===== src/hdl/pass_pkg.sv =====
`timescale 1ns / 1ps
// Shared types and constants for the plasma arc start supervisor.
// Used by pass_core and plasma_arc_start_supervisor; depends on nothing.
package pass_pkg;

  typedef enum logic [1:0] {
    KIND_TICK   = 2'd0,
    KIND_START  = 2'd1,
    KIND_STOP   = 2'd2,
    KIND_CORNER = 2'd3
  } kind_t;

  typedef enum logic [1:0] {
    MODE_OFF  = 2'd0,
    MODE_WAIT = 2'd1,
    MODE_CUT  = 2'd2
  } mode_t;

  typedef enum logic [2:0] {
    CAUSE_NONE         = 3'd0,
    CAUSE_AIR_START    = 3'd1,
    CAUSE_AIR_CUT      = 3'd2,
    CAUSE_TIMEOUT      = 3'd3,
    CAUSE_ARC_LOST     = 3'd4,
    CAUSE_ERROR_PIN    = 3'd5,
    CAUSE_REMOTE_ERROR = 3'd6,
    CAUSE_LINK_LOST    = 3'd7
  } cause_t;

  typedef enum logic [2:0] {
    REG_PIERCE_TIMEOUT = 3'd0,
    REG_ARC_DEBOUNCE   = 3'd1,
    REG_CORNER_PCT     = 3'd2,
    REG_CORNER_EN      = 3'd3,
    REG_ERROR_PIN_EN   = 3'd4,
    REG_BRIDGE_PRESENT = 3'd5,
    REG_UNUSED_6       = 3'd6,
    REG_UNUSED_7       = 3'd7
  } reg_index_t;

  localparam int SETPOINT_W = 10;
  localparam int PCT_W      = 7;
  localparam int OUT_W      = 24;
  localparam int PCT_SCALE  = 100;

  localparam int PIERCE_RESET   = 1000;
  localparam int DEBOUNCE_RESET = 50;
  localparam int PCT_RESET      = 90;

  typedef struct packed {
    logic ready_in;
    logic air_ok;
    logic error_in;
    logic remote_error;
    logic link_lost;
    logic abort_in;
  } pins_t;

  typedef struct packed {
    logic corner_enabled;
    logic error_pin_enabled;
    logic bridge_present;
  } cfg_flags_t;

  typedef struct packed {
    logic [SETPOINT_W-1:0] setpoint;
    cause_t                cause;
    logic                  alarm;
    mode_t                 mode;
    logic                  corner;
    logic                  start;
  } status_t;

endpackage


===== src/hdl/pass_core.sv =====
`timescale 1ns / 1ps
// Supervisor state and the per-word state update for ticks, commands and
// corner checks. Depends on pass_pkg.
module pass_core #(
  parameter int TIMER_BITS = 16,
  parameter int RATE_BITS  = 24
) (
  input  logic                                clk,
  input  logic                                rst,
  input  logic                                step_en,
  input  pass_pkg::kind_t                     kind,
  input  logic [pass_pkg::SETPOINT_W-1:0]     setpoint_volts,
  input  pass_pkg::pins_t                     pins,
  input  logic signed [RATE_BITS:0]           actual_rate,
  input  logic [RATE_BITS-1:0]                commanded_rate,
  input  logic [TIMER_BITS-1:0]               pierce_timeout_ms,
  input  logic [TIMER_BITS-1:0]               arc_loss_debounce_ms,
  input  logic [pass_pkg::PCT_W-1:0]          corner_threshold_pct,
  input  pass_pkg::cfg_flags_t                flags,
  output pass_pkg::status_t                   status_next
);
  import pass_pkg::*;

  localparam int PW = RATE_BITS + PCT_W;
  localparam logic [TIMER_BITS-1:0] TIMER_MAX = {TIMER_BITS{1'b1}};

  mode_t                 run_mode, run_mode_next;
  logic [TIMER_BITS-1:0] wait_elapsed, wait_elapsed_next;
  logic [TIMER_BITS:0]   low_ticks, low_ticks_next;
  logic                  alarm_latched, alarm_next;
  cause_t                cause_code, cause_next;
  logic                  start_line, start_next;
  logic                  corner_line, corner_next;
  logic [SETPOINT_W-1:0] held_setpoint, setpoint_next;

  logic                  fault_req;
  cause_t                fault_cause;
  logic [TIMER_BITS-1:0] wait_inc;
  logic [PW-1:0]         rate_lhs, rate_rhs;

  assign rate_lhs = PW'(actual_rate[RATE_BITS-1:0]) * PW'(PCT_SCALE);
  assign rate_rhs = PW'(corner_threshold_pct) * PW'(commanded_rate);
  assign wait_inc = (wait_elapsed < TIMER_MAX) ? wait_elapsed + 1'b1 : wait_elapsed;

  always_comb begin
    run_mode_next     = run_mode;
    wait_elapsed_next = wait_elapsed;
    low_ticks_next    = low_ticks;
    alarm_next        = alarm_latched;
    cause_next        = cause_code;
    start_next        = start_line;
    corner_next       = corner_line;
    setpoint_next     = held_setpoint;
    fault_req         = 1'b0;
    fault_cause       = CAUSE_NONE;

    case (kind)
      KIND_TICK: begin
        if (run_mode == MODE_WAIT) begin
          wait_elapsed_next = wait_inc;
          if (wait_inc >= pierce_timeout_ms) begin
            run_mode_next = MODE_OFF;
            fault_req     = 1'b1;
            fault_cause   = CAUSE_TIMEOUT;
          end else if (pins.abort_in) begin
            start_next    = 1'b0;
            run_mode_next = MODE_OFF;
          end else if (pins.ready_in) begin
            run_mode_next = MODE_CUT;
          end
        end else if (run_mode == MODE_CUT && !alarm_latched) begin
          if (flags.bridge_present && !pins.air_ok) begin
            fault_req   = 1'b1;
            fault_cause = CAUSE_AIR_CUT;
          end else begin
            if (!pins.ready_in) begin
              low_ticks_next = low_ticks + 1'b1;
              if (low_ticks != '0 && low_ticks >= {1'b0, arc_loss_debounce_ms}) begin
                low_ticks_next = '0;
                fault_req      = 1'b1;
                fault_cause    = CAUSE_ARC_LOST;
              end
            end else begin
              low_ticks_next = '0;
            end
            if (!fault_req) begin
              if (flags.error_pin_enabled && pins.error_in) begin
                fault_req   = 1'b1;
                fault_cause = CAUSE_ERROR_PIN;
              end else if (flags.bridge_present && pins.remote_error) begin
                fault_req   = 1'b1;
                fault_cause = CAUSE_REMOTE_ERROR;
              end else if (flags.bridge_present && pins.link_lost) begin
                fault_req   = 1'b1;
                fault_cause = CAUSE_LINK_LOST;
              end
            end
          end
        end
      end
      KIND_CORNER: begin
        if (flags.corner_enabled) begin
          if (actual_rate[RATE_BITS] || alarm_latched) begin
            corner_next = 1'b0;
          end else if (commanded_rate != '0) begin
            corner_next = rate_lhs < rate_rhs;
          end
        end
      end
      KIND_START: begin
        if (!pins.abort_in) begin
          if (flags.bridge_present) begin
            setpoint_next = setpoint_volts;
          end
          if (run_mode == MODE_CUT) begin
            corner_next = 1'b0;
            start_next  = 1'b0;
          end
          alarm_next        = 1'b0;
          cause_next        = CAUSE_NONE;
          low_ticks_next    = '0;
          wait_elapsed_next = '0;
          if (flags.bridge_present && !pins.air_ok) begin
            run_mode_next = MODE_OFF;
            fault_req     = 1'b1;
            fault_cause   = CAUSE_AIR_START;
          end else begin
            start_next = 1'b1;
            if (pierce_timeout_ms == '0) begin
              run_mode_next = MODE_OFF;
              fault_req     = 1'b1;
              fault_cause   = CAUSE_TIMEOUT;
            end else begin
              run_mode_next = pins.ready_in ? MODE_CUT : MODE_WAIT;
            end
          end
        end
      end
      KIND_STOP: begin
        if (!pins.abort_in) begin
          if (flags.bridge_present) begin
            setpoint_next = setpoint_volts;
          end
          corner_next       = 1'b0;
          start_next        = 1'b0;
          run_mode_next     = MODE_OFF;
          alarm_next        = 1'b0;
          cause_next        = CAUSE_NONE;
          low_ticks_next    = '0;
          wait_elapsed_next = '0;
        end
      end
      default: begin
      end
    endcase

    if (fault_req && !alarm_next) begin
      alarm_next  = 1'b1;
      cause_next  = fault_cause;
      start_next  = 1'b0;
      corner_next = 1'b0;
    end
  end

  assign status_next = '{setpoint: setpoint_next, cause: cause_next, alarm: alarm_next,
                         mode: run_mode_next, corner: corner_next, start: start_next};

  always_ff @(posedge clk) begin
    if (rst) begin
      run_mode      <= MODE_OFF;
      wait_elapsed  <= '0;
      low_ticks     <= '0;
      alarm_latched <= 1'b0;
      cause_code    <= CAUSE_NONE;
      start_line    <= 1'b0;
      corner_line   <= 1'b0;
      held_setpoint <= '0;
    end else if (step_en) begin
      run_mode      <= run_mode_next;
      wait_elapsed  <= wait_elapsed_next;
      low_ticks     <= low_ticks_next;
      alarm_latched <= alarm_next;
      cause_code    <= cause_next;
      start_line    <= start_next;
      corner_line   <= corner_next;
      held_setpoint <= setpoint_next;
    end
  end

endmodule


===== src/hdl/plasma_arc_start_supervisor.sv =====
`timescale 1ns / 1ps
// Plasma arc start supervisor top level: configuration registers, input and
// result registers around pass_core. Depends on pass_pkg and pass_core.
//
// Input words arrive on the s_ stream: tuser carries the kind (millisecond
// tick with pin samples, start, stop or corner check), tdata the setpoint,
// the sampled pins and the two feed rates. Every input word yields exactly
// one result word on the m_ stream with the start and corner lines, the run
// mode, the alarm, the fault cause and the forwarded setpoint, all as they
// stand after that word.
// A word accepted into the input register has its result presented on m_tdata
// once it moves on into the result register. One word is taken every cycle
// while m_tready is high; each word is handled by one pass through the input
// register, the update logic and the result register.
// When the receiver holds m_tready low, the finished result stays put and one
// more word can still be taken into the input register; s_tready then drops
// until the result is taken.
// Reset clears the supervisor state to disabled with no alarm, empties both
// registers and loads the configuration registers with their defaults
// (1000 ms pierce timeout, 50 ms arc loss debounce, 90 percent corner
// threshold, corner and error pin off, remote link present).
// The APB port writes registers at byte addresses 4*i; reads return them.
module plasma_arc_start_supervisor #(
  parameter int TIMER_BITS = 16,
  parameter int RATE_BITS  = 24
) (
  input  logic                         clk,
  input  logic                         rst,
  input  logic                         s_tvalid,
  output logic                         s_tready,
  // setpoint_volts, ready_in, air_ok, error_in, remote_error, link_lost,
  // abort_in, actual_rate, commanded_rate; zero padded to whole bytes
  input  logic [((2*RATE_BITS+17+7)/8)*8-1:0] s_tdata,
  // kind
  input  logic [1:0]                   s_tuser,
  output logic                         m_tvalid,
  input  logic                         m_tready,
  // start_out, corner_out, mode, alarm, fault_cause, setpoint_out; zero padded
  output logic [pass_pkg::OUT_W-1:0]   m_tdata,
  input  logic                         psel,
  input  logic                         penable,
  input  logic                         pwrite,
  input  logic [4:0]                   paddr,
  input  logic [31:0]                  pwdata,
  output logic [31:0]                  prdata,
  output logic                         pready
);
  import pass_pkg::*;

  localparam int PIN_LSB  = SETPOINT_W;
  localparam int ACT_LSB  = PIN_LSB + 6;
  localparam int PROG_LSB = ACT_LSB + RATE_BITS + 1;

  logic [TIMER_BITS-1:0] pierce_timeout_ms;
  logic [TIMER_BITS-1:0] arc_loss_debounce_ms;
  logic [PCT_W-1:0]      corner_threshold_pct;
  cfg_flags_t            flags;

  logic                    in_valid;
  kind_t                   in_kind;
  logic [SETPOINT_W-1:0]   in_setpoint;
  pins_t                   in_pins;
  logic signed [RATE_BITS:0] in_actual;
  logic [RATE_BITS-1:0]    in_prog;

  logic       move;
  logic       cfg_write;
  reg_index_t cfg_index;
  status_t    status_next;

  assign pready    = 1'b1;
  assign cfg_write = psel && penable && pwrite && pready;
  assign cfg_index = reg_index_t'(paddr[4:2]);

  always_ff @(posedge clk) begin
    if (rst) begin
      pierce_timeout_ms    <= TIMER_BITS'(PIERCE_RESET);
      arc_loss_debounce_ms <= TIMER_BITS'(DEBOUNCE_RESET);
      corner_threshold_pct <= PCT_W'(PCT_RESET);
      flags                <= '{corner_enabled: 1'b0, error_pin_enabled: 1'b0,
                                bridge_present: 1'b1};
    end else if (cfg_write) begin
      case (cfg_index)
        REG_PIERCE_TIMEOUT: pierce_timeout_ms    <= pwdata[TIMER_BITS-1:0];
        REG_ARC_DEBOUNCE:   arc_loss_debounce_ms <= pwdata[TIMER_BITS-1:0];
        REG_CORNER_PCT:     corner_threshold_pct <= pwdata[PCT_W-1:0];
        REG_CORNER_EN:      flags.corner_enabled    <= pwdata[0];
        REG_ERROR_PIN_EN:   flags.error_pin_enabled <= pwdata[0];
        REG_BRIDGE_PRESENT: flags.bridge_present    <= pwdata[0];
        default: begin
        end
      endcase
    end
  end

  always_comb begin
    case (cfg_index)
      REG_PIERCE_TIMEOUT: prdata = 32'(pierce_timeout_ms);
      REG_ARC_DEBOUNCE:   prdata = 32'(arc_loss_debounce_ms);
      REG_CORNER_PCT:     prdata = 32'(corner_threshold_pct);
      REG_CORNER_EN:      prdata = 32'(flags.corner_enabled);
      REG_ERROR_PIN_EN:   prdata = 32'(flags.error_pin_enabled);
      REG_BRIDGE_PRESENT: prdata = 32'(flags.bridge_present);
      default:            prdata = '0;
    endcase
  end

  assign move     = in_valid && (!m_tvalid || m_tready);
  assign s_tready = !in_valid || move;

  always_ff @(posedge clk) begin
    if (rst) begin
      in_valid <= 1'b0;
      m_tvalid <= 1'b0;
    end else begin
      if (s_tvalid && s_tready) begin
        in_valid <= 1'b1;
      end else if (move) begin
        in_valid <= 1'b0;
      end
      if (move) begin
        m_tvalid <= 1'b1;
      end else if (m_tready) begin
        m_tvalid <= 1'b0;
      end
    end
  end

  always_ff @(posedge clk) begin
    if (s_tvalid && s_tready) begin
      in_kind     <= kind_t'(s_tuser);
      in_setpoint <= s_tdata[SETPOINT_W-1:0];
      in_pins     <= '{ready_in: s_tdata[PIN_LSB], air_ok: s_tdata[PIN_LSB+1],
                       error_in: s_tdata[PIN_LSB+2], remote_error: s_tdata[PIN_LSB+3],
                       link_lost: s_tdata[PIN_LSB+4], abort_in: s_tdata[PIN_LSB+5]};
      in_actual   <= s_tdata[ACT_LSB +: RATE_BITS+1];
      in_prog     <= s_tdata[PROG_LSB +: RATE_BITS];
    end
    if (move) begin
      m_tdata <= {(OUT_W - SETPOINT_W - 8)'(0), status_next.setpoint, status_next.cause,
                  status_next.alarm, status_next.mode, status_next.corner,
                  status_next.start};
    end
  end

  pass_core #(
    .TIMER_BITS(TIMER_BITS),
    .RATE_BITS (RATE_BITS)
  ) u_core (
    .clk                 (clk),
    .rst                 (rst),
    .step_en             (move),
    .kind                (in_kind),
    .setpoint_volts      (in_setpoint),
    .pins                (in_pins),
    .actual_rate         (in_actual),
    .commanded_rate      (in_prog),
    .pierce_timeout_ms   (pierce_timeout_ms),
    .arc_loss_debounce_ms(arc_loss_debounce_ms),
    .corner_threshold_pct(corner_threshold_pct),
    .flags               (flags),
    .status_next         (status_next)
  );

endmodule

===== config.mk =====
export PLATFORM = sky130hd
export DESIGN_NAME = plasma_arc_start_supervisor
export DESIGN_NICKNAME = d
export VERILOG_FILES = /design/src/hdl/pass_pkg.sv /design/src/hdl/pass_core.sv /design/src/hdl/plasma_arc_start_supervisor.sv
export SDC_FILE = /design/constraint.sdc
export NUM_CORES = 1
export LEC_CHECK = 0
export ABC_AREA = 1
export BUFFER_PORTS_ARGS = -buffer_cell sky130_fd_sc_hd__buf_2
export CAP_MARGIN = 15
export CORE_MARGIN = 5
export CORE_UTILIZATION = 65
export DETAILED_ROUTE_END_ITERATION = 10
export PLACE_DENSITY_LB_ADDON = 0.15
export REMOVE_ABC_BUFFERS = 1
export SLEW_MARGIN = 15
export SYNTH_ARGS = -nofsm -noshare
export SYNTH_HDL_FRONTEND = slang
export SYNTH_HIERARCHICAL = 1
export SYNTH_SLANG_ARGS = --single-unit

===== constraint.sdc =====
create_clock -name clk -period 9.4 [get_ports clk]
set_clock_uncertainty 0.05 [all_clocks]
set_input_delay 0 -clock clk [delete_from_list [all_inputs] [get_ports clk]]
set_output_delay 0 -clock clk [all_outputs]
set_load 0.02 [all_outputs]

==> results of run 1 <==
-- flip-flops by register name, summed over array words and instances (netlist names), 6 cells and up --
register	cells
u_core/low_ticks	17
corner_threshold_pct	7
in_prog	24
u_core/wait_elapsed	16
pierce_timeout_ms	16
m_tdata	18
in_actual	25
arc_loss_debounce_ms	16
in_pins	6
in_setpoint	10
u_core/held_setpoint	10
-- Yosys cell counts, drive strengths merged (2+ instances only) --
cell type	number	area, µm²
conb	2	7.51
o221ai	3	26.3
and2	2	12.5
o2111ai	3	26.3
nand3b	3	22.5
inv	507	1910
or2	3	18.8
edfxtp	85	2550
nor4	13	81.3
nand4	19	119
nor3	19	128
o21a	4	30.0
a21oi	158	825
clkbuf	50	201
nand2	529	2020
fa	128	2560
o211ai	4	30.0
clkinv	3	17.5
xnor2	28	245
o21bai	4	33.8
nand3	103	573
ha	193	2410
a21boi	4	33.8
dfxtp	95	1900
buf	47	350
o221a	2	22.5
o21ai	69	390
a221oi	2	30.0
xor2	33	289
a31oi	10	62.6
a21o	7	52.6
nor2	161	676
-- layout by cell type (no fill, tap or decap), drive strengths merged, types with 10 or more instances in the layout --
master,synthesis,layout
ha,193,193
fa,128,128
edfxtp,85,85
nor3,19,19
dlygate4sd3,0,87
nand4,19,19
buf,47,139
nor4,13,13
xor2,33,33
dfxtp,95,95
inv,507,513
nor2,161,161
o21ai,69,69
nand3,103,103
clkbuf,50,17
xnor2,28,28
conb,2,23
clkinv,3,10
a31oi,10,10
a21oi,158,158
nand2,529,529
-- layout make-up --
class | count | share of cell area
diodes | 2 | 0.000252
clock buffers | 17 | 0.0214
multi-input cells | 1534 | 0.546
repair buffers | 226 | 0.0802
flip-flops and latches | 180 | 0.224
inverters | 510 | 0.0967
clock inverters | 15 | 0.00963
well taps | 341 | 0.0215
-- path summary, 6_finish.rpt --
check	to	depth (start not counted)
min reg2reg	pierce_timeout_ms[8]$_SDFFE_PP1P_	2
min	corner_threshold_pct[1]$_SDFFE_PP1P_	5
max	u_core/corner_line$_SDFFE_PP0P_	34
max reg2reg	u_core/corner_line$_SDFFE_PP0P_	34
-- worst reg2reg max path, delay by kind of cell (launching register included) --
kind	cells	cell delay, ns
compound gates	10	1.41
xor+xnor	1	0.20
fa+ha+maj	6	2.78
buf+inv	6	0.55
flops	1	0.37
simple gates	11	1.14
-- routing by layer --
metal / track usage / up-vias / part of all wire
met5: 0 / - / 0.00030
met4: 0.108 / 2 / 0.033
met3: 0.0480 / 99 / 0.051
met2: 0.485 / 394 / 0.52
met1: 0.309 / 7082 / 0.39
li1: - / 7461 / -
-- cell families after synthesis --
group	Yosys count	synth area share
AO/OA/AOI/OAI	274	0.0900
XOR/XNOR	61	0.0302
adder cells (fa/ha/maj)	321	0.281
buffers and inverters	607	0.140
flip-flops	180	0.251
other	2	0.000424
AND/OR/NAND/NOR	855	0.207
-- power breakdown --
| group | internal (mW) | switching (mW) | leakage [nW] |
|---|---|---|---|
| Combinational | 0.817 | 1.19 | 8.79 |
| Sequential | 0.857 | 0.0320 | 1.60 |
| Clock | 0.405 | 0.353 | 0.301 |
-- metrics by stage --
step | area [µm²] | cells | utilization
2_1_floorplan | 17200 | 2224 | -
3_3_place_gp | 18400 | 2704 | 0.684
3_5_place_dp | 18400 | 2704 | 0.684
4_1_cts | 19900 | 2823 | 0.740
5_1_grt | 19900 | 2825 | 0.740
6_report | 19900 | 2825 | 0.740
==> flow_summary.toml, run 1 <==
[synth]
synth-seq-cells = 180
synth_area_um2 = 17700
ys_async_sr_fraction = 0
ys.flop_type = "dfxtp_1"
synth.avg_cell_area_um2 = 7.70
yosysWarningCount = 6
synth-edff-count = 85
synth_cell_types = 63
synth_cells = 2300
seq_area_frac_synth = 0.251

[timing]
slew-limit-headroom = 0.386
rsz0062_at_grt = "false"
worst_slack_ns = 2.83
fmax_mhz = 152
whs_ns = 0.0129
worstMarginPinSlew_ns = 0.920
hold_viol_final = 0
period_minus_slack_ns = 6.57
maxSlewViolCount = 0
setup_violations = 0
fin_crit_sh = 0.699
fin_tns_setup_ns = 0

[layout]
area_growth_pct = 12.3
seqCellArea_um2 = 4450
drive_above_1_share = 0.0971
multiInputGateArea_um2 = 10900
nFillCells = 2072
fin_nets = 2908

[pwr]
p_per_area_nw_per_um2 = 183
p_leak_nw = 10.7
total_power_mw = 3.65
vdd_ir_drop_max_uv = 154

[setup_path]
r2r-start = "corner_threshold_pct[6]$_SDFFE_PP1P_"
cp_top_family = "adder cells"
start_kind = "flip-flop"
crit_path_frequent_cell = "nand2_1"
rrSetupSlack_ns = 2.83
crit_buf_inv = 6
critical_path_class = "reg2reg"
cp.arrival_ns = 6.90
slowest_stage = "fa_1"
critPathCaptureType = "flip-flop"
crit_fanout = 23
cpPeakStageDelay_ns = 0.56
required_ns = 9.73
crit_start = "corner_threshold_pct[6]$_SDFFE_PP1P_"

[route]
detail_route.wirelength_mm = 40.4
drc_errors = 0
drt_pass1_iterations = 8
ant_nets = 0
wire_per_inst_um = 14.3
vias = 15038
drtIter0Drc = 839
avgViaCountPerCell = 5.32

[grt]
antenna_found_initial = 3
grt_max_degree = 68
overflow = 0
grt_first_pass_wirelength_mm = 68.4
first_global_vias = 15243
track_usage = 0.266

[place]
place_congestion = 0.912
hpwl_mm = 30.0
dp_slack_ns = 2.88
io_buffer_count = 128

[floorplan]
die_area_um2 = 30700
die_h_um = 175
core-area_um2 = 26900
rows = 60
die_w_um = 175
io_pins = 177
start_util = 0.659

[clocking]
htree_levels = 4
cts_made_buffers = 17
clk-insertion-delay-late_ns = 0.45
cts_hold_buf = 87
postCtsSetupBuffers = 0
clkSinkCount = 180
cts_buffer_depth = 2
clkTransAtPathRegs_ns = 0.07
tritoncts = "yes"
clockRootBuffer = "clkbuf_16"
cts_resized = 0

[outcome]
status = "complete, no violations"

[job]
drv_cap = 0

[hold_path]
hp-class = "in2reg"
min_from = "paddr[3]"
No activity file was read; power rests on OpenSTA's default activity.
==> inputs of run 2 (changes only) <==
--- a/config.mk
+++ b/config.mk
@@ -9,7 +9,7 @@
 export BUFFER_PORTS_ARGS = -buffer_cell sky130_fd_sc_hd__buf_2
 export CAP_MARGIN = 15
 export CORE_MARGIN = 5
-export CORE_UTILIZATION = 65
+export CORE_UTILIZATION = 62
 export DETAILED_ROUTE_END_ITERATION = 10
 export PLACE_DENSITY_LB_ADDON = 0.15
 export REMOVE_ABC_BUFFERS = 1
==> constraint.sdc (replaced) <==
create_clock -name clk -period 6.7 [get_ports clk]
set_clock_uncertainty 0.05 [all_clocks]
set_input_delay 0 -clock clk [delete_from_list [all_inputs] [get_ports clk]]
set_output_delay 0 -clock clk [all_outputs]
set_load 0.02 [all_outputs]
==> run 2 against run 1 <==
Effect of this change: non-clock buffer count grew 24; global-route usage shrank 0.50 points; first-iteration DRC count grew 17%; clock power grew 33%; critical path depth shrank 2.
==> flow_summary.toml, run 2 (synthesized netlist as in run 1, its figures left out) <==
[outcome]
status = "complete, no violations"

[timing]
slew-limit-headroom = 0.259
period_minus_slack_ns = 6.27
setup_violations = 0
fmax_mhz = 159
whs_ns = 0.0432
worstMarginPinSlew_ns = 1.10
hold_viol_final = 0
maxSlewViolCount = 0
fin_crit_sh = 0.936
fin_tns_setup_ns = 0
worst_slack_ns = 0.428

[layout]
drive_above_1_share = 0.109
fin_nets = 2932
final_cell_area_um2 = 20100
largest_register_ffs = 25
multiInputGateArea_um2 = 10900
seqCellArea_um2 = 4470
nFillCells = 2246
utilization = 0.718
top_register = "in_actual"
area_growth_pct = 13.5
top_regs = "in_actual x25, in_prog x24, m_tdata x18"
layout_commonest_cell = "nand2_1"
final_cell_mix = "nand2_1 (521), inv_1 (498), ha_1 (192)"
num_antenna_cells = 0
fin_cells = 2884

[floorplan]
core-area_um2 = 28000
start_util = 0.632
die_w_um = 179
die_h_um = 179
rows = 61
die_area_um2 = 32100
io_pins = 177

[place]
hpwl_mm = 30.7
dp_slack_ns = 0.124
dpl_cell_area_um2 = 18500
io_buffer_count = 128
post-place-cells = 2748
place_congestion = 0.898

[grt]
first_global_vias = 15306
grt_max_degree = 68
antenna_found_initial = 3
track_usage = 0.261
overflow = 0
grt_first_pass_wirelength_mm = 68.7

[route]
avgViaCountPerCell = 5.22
detail_route.wirelength_mm = 41.3
drtIter0Drc = 981
drc_errors = 0
drt_pass1_iterations = 5
ant_nets = 0
vias = 15046
wire_per_inst_um = 14.3

[setup_path]
crit_fanout = 5
required_ns = 7.01
start_kind = "flip-flop"
crit_path_frequent_cell = "nand2_1"
slowest_stage = "fa_1"
critical_path_class = "reg2reg"
cp.arrival_ns = 6.59
cpPeakStageDelay_ns = 0.59
critPathCaptureType = "flip-flop"

[clocking]
cts_buffer_depth = 2
clk-insertion-delay-late_ns = 0.44
tritoncts = "yes"
clockRootBuffer = "clkbuf_16"
clkSinkCount = 180
clkTransAtPathRegs_ns = 0.08
cts_made_buffers = 17
htree_levels = 4

[pwr]
p_leak_nw = 10.8
p_per_area_nw_per_um2 = 253
vdd_ir_drop_max_uv = 243
total_power_mw = 5.09

[hold_path]
hp-class = "in2reg"

[job]
drv_cap = 0
[run 2: repair_timing]
action | CTS | global route
endpoints found under the setup margin | 0 | 2
hold endpoints to repair | 111 | 0
buffers inserted | 0 | 16
hold buffers | 88 | 0
resized for setup | 0 | 14
[run 2: where the power goes]
group          switching (mW)  internal, mW
sequential             0.0442          1.20
clock                   0.512         0.495
combinational            1.67          1.17
total                    2.23          2.87
[run 2: layout make-up]
class	count	area share
Clock buffer	17	0.0212
Tap cell	378	0.0235
Sequential cell	180	0.223
Timing Repair Buffer	250	0.0884
Inverter	510	0.0957
Multi-Input combinational cell	1534	0.542
Clock inverter	15	0.00710
[run 2: final timing paths]
path,startpoint,endpoint,slack [ns],cells past startpoint
max,in_prog[3]$_DFFE_PP_,u_core/corner_line$_SDFFE_PP0P_,0.43,32
min,paddr[2],flags[2]$_SDFFE_PP0P_,0.04,5
min reg2reg,pierce_timeout_ms[7]$_SDFFE_PP1P_,pierce_timeout_ms[7]$_SDFFE_PP1P_,0.44,2
max reg2reg,in_prog[3]$_DFFE_PP_,u_core/corner_line$_SDFFE_PP0P_,0.43,32
[run 2: worst max-delay path: cells and delay by family (launching register included)]
| kind | cells | cell delay (ns) |
|---|---|---|
| flip-flops | 1 | 0.43 |
| adder cells (fa/ha/maj) | 6 | 2.81 |
| AND/OR/NAND/NOR | 10 | 0.92 |
| buffers and inverters | 5 | 0.38 |
| XOR/XNOR | 1 | 0.16 |
| AO/OA/AOI/OAI | 10 | 1.44 |
[run 2: metal layers]
| metal | global-route usage | up-vias | share of wire |
|---|---|---|---|
| met5 | 0 | - | 0.00061 |
| met4 | 0.0860 | 4 | 0.025 |
| met3 | 0.0470 | 74 | 0.048 |
| met2 | 0.483 | 373 | 0.52 |
| met1 | 0.304 | 7099 | 0.41 |
| li1 | - | 7496 | - |
==> inputs of run 3 (changes only) <==
--- a/config.mk
+++ b/config.mk
@@ -5,11 +5,10 @@
 export SDC_FILE = /design/constraint.sdc
 export NUM_CORES = 1
 export LEC_CHECK = 0
-export ABC_AREA = 1
 export BUFFER_PORTS_ARGS = -buffer_cell sky130_fd_sc_hd__buf_2
 export CAP_MARGIN = 15
-export CORE_MARGIN = 5
-export CORE_UTILIZATION = 62
+export CORE_MARGIN = 4
+export CORE_UTILIZATION = 61
 export DETAILED_ROUTE_END_ITERATION = 10
 export PLACE_DENSITY_LB_ADDON = 0.15
 export REMOVE_ABC_BUFFERS = 1
==> run 3 against run 2 <==
Effect of this change: area after synthesis is 3.4% lower; sequential power hardly changed; global-route usage up 1.1 points; register-to-register slack lost 0.22 ns; combinational power is essentially flat; wire length is 2.2% higher; die area down 3.9%; total power rose by 1.3%; synthesized cell count fell by 19%; worst hold slack lost 0.019 ns; flip-flop and latch count is the same; largest cell class unchanged.
==> flow_summary.toml, run 3 <==
[route]
met1_length_mm = 18.2
wl_met2_mm = 21.0
avgViaCountPerCell = 5.65
drt_pass1_iterations = 6
wire_per_inst_um = 16.9
detail_route.wirelength_mm = 42.2
met3_length_mm = 1.97
vias = 14071
ant_nets = 0
drtIter0Drc = 965
drc_errors = 0
top_layer_used = "met4"

[grt]
first_global_vias = 14046
grt_max_degree = 69
antenna_found_initial = 0
track_usage = 0.272
grt_first_pass_wirelength_mm = 68.5
overflow = 0

[setup_path]
required_ns = 7.04
crit_fanout = 4
start_kind = "flip-flop"
cpPeakStageDelay_ns = 0.54
cp_top_family = "adder cells"
rrSetupSlack_ns = 0.20
critPathCaptureType = "flip-flop"
critical_path_class = "reg2reg"
slowest_stage = "fa_1"
cp.arrival_ns = 6.83
crit_buf_inv = 5

[layout]
drive_above_1_share = 0.142
top_register = "in_actual"
layout_commonest_cell = "inv_1"
fin_cells = 2491
fin_nets = 2538
largest_register_ffs = 25
area_growth_pct = 17.3
final_cell_mix = "inv_1 (264), ha_1 (190), buf_2 (128)"
top_regs = "in_actual x25, in_prog x24, m_tdata x18"
nFillCells = 2074

[clocking]
cts_made_buffers = 17
cts_buffer_depth = 2
clkSinkCount = 180
htree_levels = 4
clkTransAtPathRegs_ns = 0.07
tritoncts = "yes"
clk-insertion-delay-late_ns = 0.44
clockRootBuffer = "clkbuf_16"

[pwr]
vdd_ir_drop_max_uv = 173
p_per_area_nw_per_um2 = 257
p_leak_nw = 9.40

[synth]
synthMostInstantiatedCell = "inv_1"
yosysWarningCount = 6
ys.flop_type = "dfxtp_1"
seq_area_frac_synth = 0.260
synth_area_um2 = 17100
synth-seq-cells = 180
synth.avg_cell_area_um2 = 9.20
synth_cells = 1860
synth_cell_types = 81
synth_top_cell_by_area = "fa_1"
synth_commonest_cells = "inv_1 (264), ha_1 (193), fa_1 (128), and2_1 (123), nor2_1 (117)"
synth-edff-count = 85
netlist.area_leader.share = 0.150
synthTopCellsByArea = "fa_1 (15%), edfxtp_1 (15%), ha_1 (14%)"
ys_async_sr_fraction = 0

[timing]
period_minus_slack_ns = 6.50
setup_violations = 0
slew-limit-headroom = 0.302
maxSlewViolCount = 0
worstMarginPinSlew_ns = 1.04
hold_viol_final = 0
fin_tns_setup_ns = 0
fin_crit_sh = 0.970
fmax_mhz = 154

[floorplan]
die_h_um = 175
rows = 61
core-area_um2 = 27700
start_util = 0.618
die_w_um = 175
io_pins = 177
die_area_um2 = 30800

[place]
hpwl_mm = 31.1
post-place-cells = 2355
place_congestion = 0.874
io_buffer_count = 128

[job]
drv_cap = 0

[outcome]
status = "complete, no violations"

[hold_path]
hp-class = "in2reg"
-- run 3: changes by cell type after synthesis, moves of 45 or more --
| cell | before | now |
|---|---|---|
| nand2_1 | 521 | 110 |
| a21oi_1 | 153 | 90 |
| nand2b_1 | 0 | 45 |
| and2_1 | 2 | 123 |
| nand3_1 | 93 | 28 |
| inv_1 | 499 | 264 |
-- run 3: metal layers --
layer	vias up	GRT usage
li1	6737	-
met1	6839	0.357
met2	422	0.471
met3	73	0.0325
met4	0	0.0910
met5	-	0
-- run 3: kinds of logic after synthesis --
kind of cell,after synthesis,share of synthesized area
AOI/OAI and AO/OA,337,0.129
xor gates and xnor gates,61,0.0312
DFF,180,0.260
muxes,57,0.0350
and+or+nand+nor,552,0.168
buffers and inverters,350,0.0853
adders and majority gates,321,0.291
other,2,0.000439
-- run 3: through the flow --
| stage | cell area [µm²] | worst slack (ns) | utilization | hold slack (ns) | total power [mW] |
|---|---|---|---|---|---|
| finish | 20100 | 0.204 | 0.725 | 0.0238 | 5.16 |
| global route | 20100 | -0.0862 | 0.724 | 0.0247 | 5.62 |
| CTS | 19800 | 0.0611 | 0.715 | 0.00137 | 5.00 |
| detailed placement | 18300 | -0.124 | 0.659 | 0.128 | 3.88 |
| global placement | 18300 | -0.00191 | 0.659 | 0.126 | 3.81 |
| floorplan | 16700 | 0.390 | - | 0.0191 | 3.18 |
-- run 3: report_power, final --
| group | switching (mW) | internal, mW | leakage [nW] |
|---|---|---|---|
| clock | 0.489 | 0.572 | 0.297 |
| combinational | 1.55 | 1.32 | 7.51 |
| sequential | 0.0369 | 1.19 | 1.60 |
| total | 2.07 | 3.09 | 9.40 |
-- run 3: layout make-up --
type | count | area [µm²] | share of cell area
diodes | 1 | 2.50 | 0.000125
clock buffers | 18 | 439 | 0.0219
clock inverters | 14 | 168 | 0.00835
inverters | 265 | 995 | 0.0496
multi-input cells | 1351 | 11500 | 0.572
flip-flops and latches | 180 | 4470 | 0.223
well taps | 378 | 473 | 0.0236
repair buffers | 284 | 2050 | 0.102
-- run 3: final timing paths --
check	from	to	cells past startpoint
hold reg to reg	u_core/held_setpoint[9]$_SDFFE_PP0P_	u_core/held_setpoint[9]$_SDFFE_PP0P_	2
setup / recovery	in_prog[4]$_DFFE_PP_	u_core/corner_line$_SDFFE_PP0P_	28
setup reg to reg	in_prog[4]$_DFFE_PP_	u_core/corner_line$_SDFFE_PP0P_	28
hold / removal	pwrite	flags[1]$_SDFFE_PP0P_	4
-- run 3: what timing repair did --
action,4_1_cts,5_1_grt
pin swaps,1,34
gates cloned,0,0
hold buffers,89,0
endpoints found under the setup margin,2,2
hold endpoints to repair,109,0
setup buffers,4,10
resized for setup,9,42
-- run 3: worst reg2reg max path, delay by kind of cell (launching register included) --
| family | cells | cell delay, ns |
|---|---|---|
| compound gates | 15 | 2.48 |
| simple gates | 2 | 0.49 |
| buf+inv | 5 | 0.43 |
| fa+ha+maj | 6 | 2.54 |
| flops | 1 | 0.46 |
